File: src/hw/rtl/sdph_pkg.sv
// Types and constants shared by the straight-drive heading-hold controller.
// Used by sdph_front, sdph_pid and straight_drive_pid_heading_hold.
// No dependencies.
package sdph_pkg;

  // request kinds
  typedef enum logic {
    CMD_START  = 1'b0,
    CMD_SAMPLE = 1'b1
  } cmd_e;

  // configuration register indexes
  typedef enum logic [2:0] {
    CFG_KP_GAIN        = 3'd0,
    CFG_KI_GAIN        = 3'd1,
    CFG_KD_GAIN        = 3'd2,
    CFG_HEADING_GAIN   = 3'd3,
    CFG_TICKS_PER_INCH = 3'd4,
    CFG_TARGET_HEADING = 3'd5
  } cfg_idx_e;

  // register reset values
  localparam logic [15:0] KP_RESET  = 16'd256;
  localparam logic [15:0] TPI_RESET = 16'd9933;

  // short move threshold: 12 inches in sixteenths
  localparam logic signed [15:0] SHORT_DIST = 16'sd192;

  // heading wrap, centidegrees
  localparam logic signed [17:0] HDG_OFFSET = 18'sd54000;
  localparam logic signed [17:0] HDG_FULL   = 18'sd36000;
  localparam logic signed [17:0] HDG_DOUBLE = 18'sd72000;
  localparam logic signed [17:0] HDG_HALF   = 18'sd18000;

  // integral window, in encoder ticks
  localparam logic [28:0] ERR_WIN_LO = 29'd8;
  localparam logic [28:0] ERR_WIN_HI = 29'd2400;

  // integral saturation
  localparam logic signed [40:0] SUM_MAX = 41'sd549755813887;
  localparam logic signed [40:0] SUM_MIN = -41'sd549755813887;

  // side power limit, 16 fractional bits
  localparam logic signed [33:0] PWR_LIM   = 34'sd8323072;
  localparam logic signed [33:0] PWR_LIM_N = -34'sd8323072;
  localparam logic signed [33:0] PWR_ROUND = 34'sd65535;

  // gains seen by the pid datapath
  typedef struct packed {
    logic [15:0] kp;
    logic [15:0] ki;
    logic [15:0] kd;
  } sdph_gains_t;

  // request after the front-end stage
  typedef struct packed {
    cmd_e                cmd;
    logic signed [23:0]  target;
    logic [6:0]          speed;
    logic                short_move;
    logic signed [27:0]  mean;
    logic signed [31:0]  hcorr;
  } sdph_req_t;

  // move state
  typedef struct packed {
    logic signed [23:0]  target;
    logic signed [28:0]  pos_err;
    logic signed [28:0]  last_err;
    logic signed [39:0]  err_sum;
    logic [6:0]          speed;
    logic                short_move;
    logic                moving;
  } sdph_state_t;

  // result of one request
  typedef struct packed {
    logic signed [7:0] left_power;
    logic signed [7:0] right_power;
    logic              done;
  } sdph_res_t;

  // clamp one side to +-127 and truncate toward zero
  function automatic logic signed [7:0] side_power(input logic signed [33:0] x);
    logic signed [33:0] c;
    logic signed [33:0] adj;
    if (x > PWR_LIM) begin
      c = PWR_LIM;
    end else if (x < PWR_LIM_N) begin
      c = PWR_LIM_N;
    end else begin
      c = x;
    end
    adj = c[33] ? (c + PWR_ROUND) : c;
    return adj[23:16];
  endfunction

endpackage

File: src/hw/rtl/sdph_front.sv
// Front-end of the heading-hold controller: move target, mean position,
// wrapped heading error and heading correction for one incoming request.
// Depends on sdph_pkg.
module sdph_front (
  input  sdph_pkg::cmd_e        command_i,
  input  logic signed [15:0]    distance_i,
  input  logic [6:0]            max_speed_i,
  input  logic signed [27:0]    left_ticks_i,
  input  logic signed [27:0]    right_ticks_i,
  input  logic [15:0]           heading_i,
  input  logic [15:0]           ticks_per_inch_i,
  input  logic [15:0]           target_heading_i,
  input  logic [15:0]           heading_gain_i,
  output sdph_pkg::sdph_req_t   req_o
);

  logic signed [32:0] dist_prod;
  logic signed [32:0] dist_adj;
  logic signed [28:0] tick_sum;
  logic signed [17:0] hd0;
  logic signed [17:0] hd1;
  logic signed [17:0] hd2;
  logic signed [17:0] hd3;
  logic signed [17:0] herr_w;
  logic signed [15:0] herr;
  logic signed [32:0] hprod;

  // target = distance * ticks_per_inch / 256, toward zero
  assign dist_prod = distance_i * $signed({1'b0, ticks_per_inch_i});
  assign dist_adj  = dist_prod[32] ? (dist_prod + 33'sd255) : dist_prod;

  // floor of the mean encoder position
  assign tick_sum = 29'(left_ticks_i) + 29'(right_ticks_i);

  // wrapped heading error, non-negative modulo
  always_comb begin
    hd0 = $signed({2'b00, target_heading_i}) - $signed({2'b00, heading_i})
          + sdph_pkg::HDG_OFFSET;
    hd1 = hd0[17] ? (hd0 + sdph_pkg::HDG_FULL) : hd0;
    hd2 = (hd1 >= sdph_pkg::HDG_DOUBLE) ? (hd1 - sdph_pkg::HDG_DOUBLE) : hd1;
    hd3 = (hd2 >= sdph_pkg::HDG_FULL) ? (hd2 - sdph_pkg::HDG_FULL) : hd2;
    herr_w = hd3 - sdph_pkg::HDG_HALF;
  end

  assign herr  = herr_w[15:0];
  assign hprod = herr * $signed({1'b0, heading_gain_i});

  // pack the request
  always_comb begin
    req_o.cmd        = command_i;
    req_o.target     = dist_adj[31:8];
    req_o.speed      = max_speed_i;
    req_o.short_move = (distance_i < sdph_pkg::SHORT_DIST);
    req_o.mean       = tick_sum[28:1];
    req_o.hcorr      = hprod[31:0];
  end

endmodule

File: config.mk
export PLATFORM = sky130hd
export DESIGN_NAME = sdph_front
export DESIGN_NICKNAME = d
export VERILOG_FILES = /design/src/hw/rtl/sdph_pkg.sv /design/src/hw/rtl/sdph_front.sv
export SDC_FILE = /design/constraint.sdc
export NUM_CORES = 1
export LEC_CHECK = 0
export BUFFER_PORTS_ARGS = -buffer_cell sky130_fd_sc_hd__buf_4
export CORE_ASPECT_RATIO = 1.4
export CORE_MARGIN = 2
export CORE_UTILIZATION = 40
export DETAILED_ROUTE_END_ITERATION = 12
export GPL_TIMING_DRIVEN = 0
export PLACE_DENSITY = 0.58
export SYNTH_ARGS = -nofsm -noshare
export SYNTH_HDL_FRONTEND = slang
export SYNTH_SLANG_ARGS = --single-unit
File: constraint.sdc
create_clock -name vclk -period 64.5
set_input_delay 19.35 -clock vclk [all_inputs]
set_output_delay 19.35 -clock vclk [all_outputs]
set_load 0.01 [all_outputs]
After elaboration in Yosys (flattened, before gate mapping)

Index checks and enable logic that the tools add are counted.

$add $sub $neg: 8
$lt $le $gt $ge: 3
Multiply operators: 2
Muxes and demuxes: 4

Operators by type and width:

| operator                                                                              | count |
|---|---|
| 18-bit two-way mux                                                                    | 2 |
| 16-bit by 17-bit multiplier with 33-bit output                                        | 1 |
| 32-bit by 9-bit adder with 32-bit output, second input constant                       | 1 |
| 16-bit by 17-bit multiplier with 32-bit output                                        | 1 |
| 32-bit two-way mux                                                                    | 1 |
| 16-bit subtractor, second input constant                                              | 2 |
| 28-bit by 28-bit adder with 29-bit output                                             | 1 |
| 17-bit by 17-bit adder with 18-bit output, second input constant                      | 1 |
| 18-bit by 17-bit adder with 18-bit output, second input constant                      | 1 |
| 18-bit by 17-bit greater-or-equal comparator with 1-bit output, second input constant | 1 |
| 18-bit greater-or-equal comparator, second input constant                             | 1 |
| 18-bit subtractor, second input constant                                              | 1 |
| 16-bit by 16-bit subtractor with 17-bit output                                        | 1 |
| 16-bit by 9-bit < comparator with 1-bit output, second input constant                 | 1 |
| 16-bit two-way mux                                                                    | 1 |

Flip-flop bits (word level): 0
Output and inout bits: 93
Word-level logic and storage cells: 17

Depth between registers and ports, before layout

Depth in word-level cells: 10
Mapped depth: 56
Mapped depth without buffers: 54

Worst setup path after synthesis

Ideal clock, no wire load.

Kind: input to output
From: input target_heading_i[0]
To: output req_o[31] (netlist name)
Setup slack: 13940 ps
Data arrival time: 31210 ps
Stages: 53
Buffers on the path: 3
Cell sequence: inv_1 -> ha_1 -> fa_1 -> nand2b_1 -> a21oi_1 -> xor2_1 -> clkbuf_1 -> inv_1 -> ha_1 -> nor4b_1 -> a31o_2 -> a21oi_1 -> o2111ai_1 -> ha_1 -> a21oi_1 -> and3_1 -> clkbuf_2 -> or4_1 -> [... 17 more ...] -> fa_1 -> inv_1 -> fa_1 -> inv_1 -> ha_1 -> or2_2 -> a21oi_1 -> a31o_2 -> o2111ai_1 -> nand2_1 -> o21ai_0 -> or4_1 -> a31oi_1 -> nor2b_1 -> o21ai_0 -> a21oi_1 -> xnor2_1 -> xnor3_1

RTL lines:

| what            | RTL line         | RTL |
|---|---|---|
| start, declared | sdph_front.sv:12 | `input logic [15:0] target_heading_i,` |
| end, declared   | sdph_front.sv:14 | `output sdph_pkg::sdph_req_t req_o` |

==> flow_summary.ini <==
[cells_and_area]
diodes = 0
nClkBuffers = 0
stdcell_count = 3603
syn_to_final_growth_pct = 11.8
regArea_um2 = 0
seq_cell_count = 0
drive_gt1_share_pct = 10.7
layout.nets = 3703

[route]
num_vias = 18600
drt_pre_antenna_iters = 5
ant_nets = 0
wl_per_cell_um = 17.2
drc = 0
drt-initial-drc-count = 788
wirelength_um = 62000
vias_per_cell = 5.16

[worst_setup_path]
endpoint_kind = output port
cp_data_required_time_ns = 45.15
crit_top_cell = fa_1
cp-start-kind = input port
crit_buf_inv = 10
path_delay_family = adder cells
cpPeakStageDelay_ns = 0.65
crit_slowest_cell = xor2_1
critical_path_arrival_ns = 34.30
crit_path_max_fanout = 10
critPathKind = input port to output port

[synth]
yosysMostFrequentCell = inv_1
synth_commonest_cells = 540 x inv_1, 390 x fa_1, 372 x nand2_1
yosys-top-cells-area = fa_1 36%, ha_1 16%, inv_1 9.2%
synth_fp_nets = 3477
yosysTopAreaCellShare_pct = 35.6
synth.distinct_cells = 99
syn_area_per_cell_um2 = 8.25
synth_top_cell_by_area = fa_1
syn-cell-area_mm2 = 0.0219
synth.yosys.seq_area_share_pct = 0
syn_inst = 2658
ys_warn_count = 0

[die]
fp.dieW_um = 202
io_pins = 237
die_y_um = 281
die-area_mm2 = 0.0568
core-area_mm2 = 0.0542
rows = 101
start_util_pct = 40.5

[sta]
fmax_ghz = 0.0186
post-route-period-util_pct = 83.2
setup_violations = 0
hold_violations = 0
rsz0062_at_grt = no
slew_headroom_pct = 18.6
drv_slew = 0
tns_ns = 0
worst_slack_ns = 10.85
final.min_clock_period_ns = 53.65
tightest_slew_ns = 1.19

[place]
gp_congestion = 0.948
port_buffers = 223
place_inst = 3603
hpwl_um = 54900
place_ws_ns = 10.88

[grt]
grt_max_degree = 11
grt_overflow = 0
antenna_found_initial = 0
grt_pass1_wl_um = 102000
grt_usage_pct = 22.2
grt_pass1_vias = 20100

[clocking]
ctsResizeCount = 0
ctsHoldBuffers = 0
cts_setup_buffers = 0

[outcome]
status = finished clean

[worst_hold_path]
hold_path.class = input port to output port

[flow_run]
cap_violations = 0
-- layout make-up --
type	count	area, µm²
fillers	5417	29700
repair buffers	224	1680
plain buffers	93	415
multi-input cells	2025	19500
well taps	721	902
inverters	540	2030
-- placed cells by master (no fill, tap or decap), drive strengths merged, types with 7 or more instances in the layout --
master,instances
a21bo,7
nand3,30
o211ai,10
nor3,33
a211oi,13
a21oi,100
xnor2,116
nor2,83
clkbuf,72
o21a,11
inv,540
nand2b,37
or2,7
buf,245
and3,15
a31oi,13
fa,390
nand4,8
ha,285
o21ai,56
nand2,374
a21boi,21
or3,22
nor4,17
and2,166
xor2,32
o21bai,20
nor2b,35
a21o,22
-- through the flow --
| stage | util (%) | area [µm²] | hold WS (ns) |
|---|---|---|---|
| 2_1_floorplan | - | 21900 | 38.79 |
| 3_5_place_dp | 45.2 | 24500 | 38.88 |
| 3_3_place_gp | 45.2 | 24500 | 38.88 |
| 6_report | 45.2 | 24500 | 38.88 |
| 4_1_cts | 45.2 | 24500 | 38.88 |
| 5_1_grt | 45.2 | 24500 | 38.88 |
-- layer usage --
metal	vias up	routed length, µm	part of all wire (%)	GRT usage (%)
met4	0	2530	4.1	7.69
met3	101	2190	3.5	1.36
li1	8817	-	-	-
met2	409	33700	54	43.0
met1	9256	23600	38	25.5
met5	-	0	0	0
-- logic make-up after synthesis --
logic type / synth area share, %
adders and majority gates: 51.8
and+or+nand+nor: 19.3
muxes: 0.394
xor gates and xnor gates: 6.15
buffers and inverters: 11.1
AOI/OAI and AO/OA: 11.2
-- worst paths after layout --
path	start	to	slack, ns	cells after the start
worst max-delay path	heading_i[0]	req_o[31]	10.85	53
worst min-delay path	max_speed_i[5]	req_o[66]	38.88	2
Power is left out: the tool's default activity adds up to more than one toggle a clock period on the data nets, which glitch-free logic cannot reach.
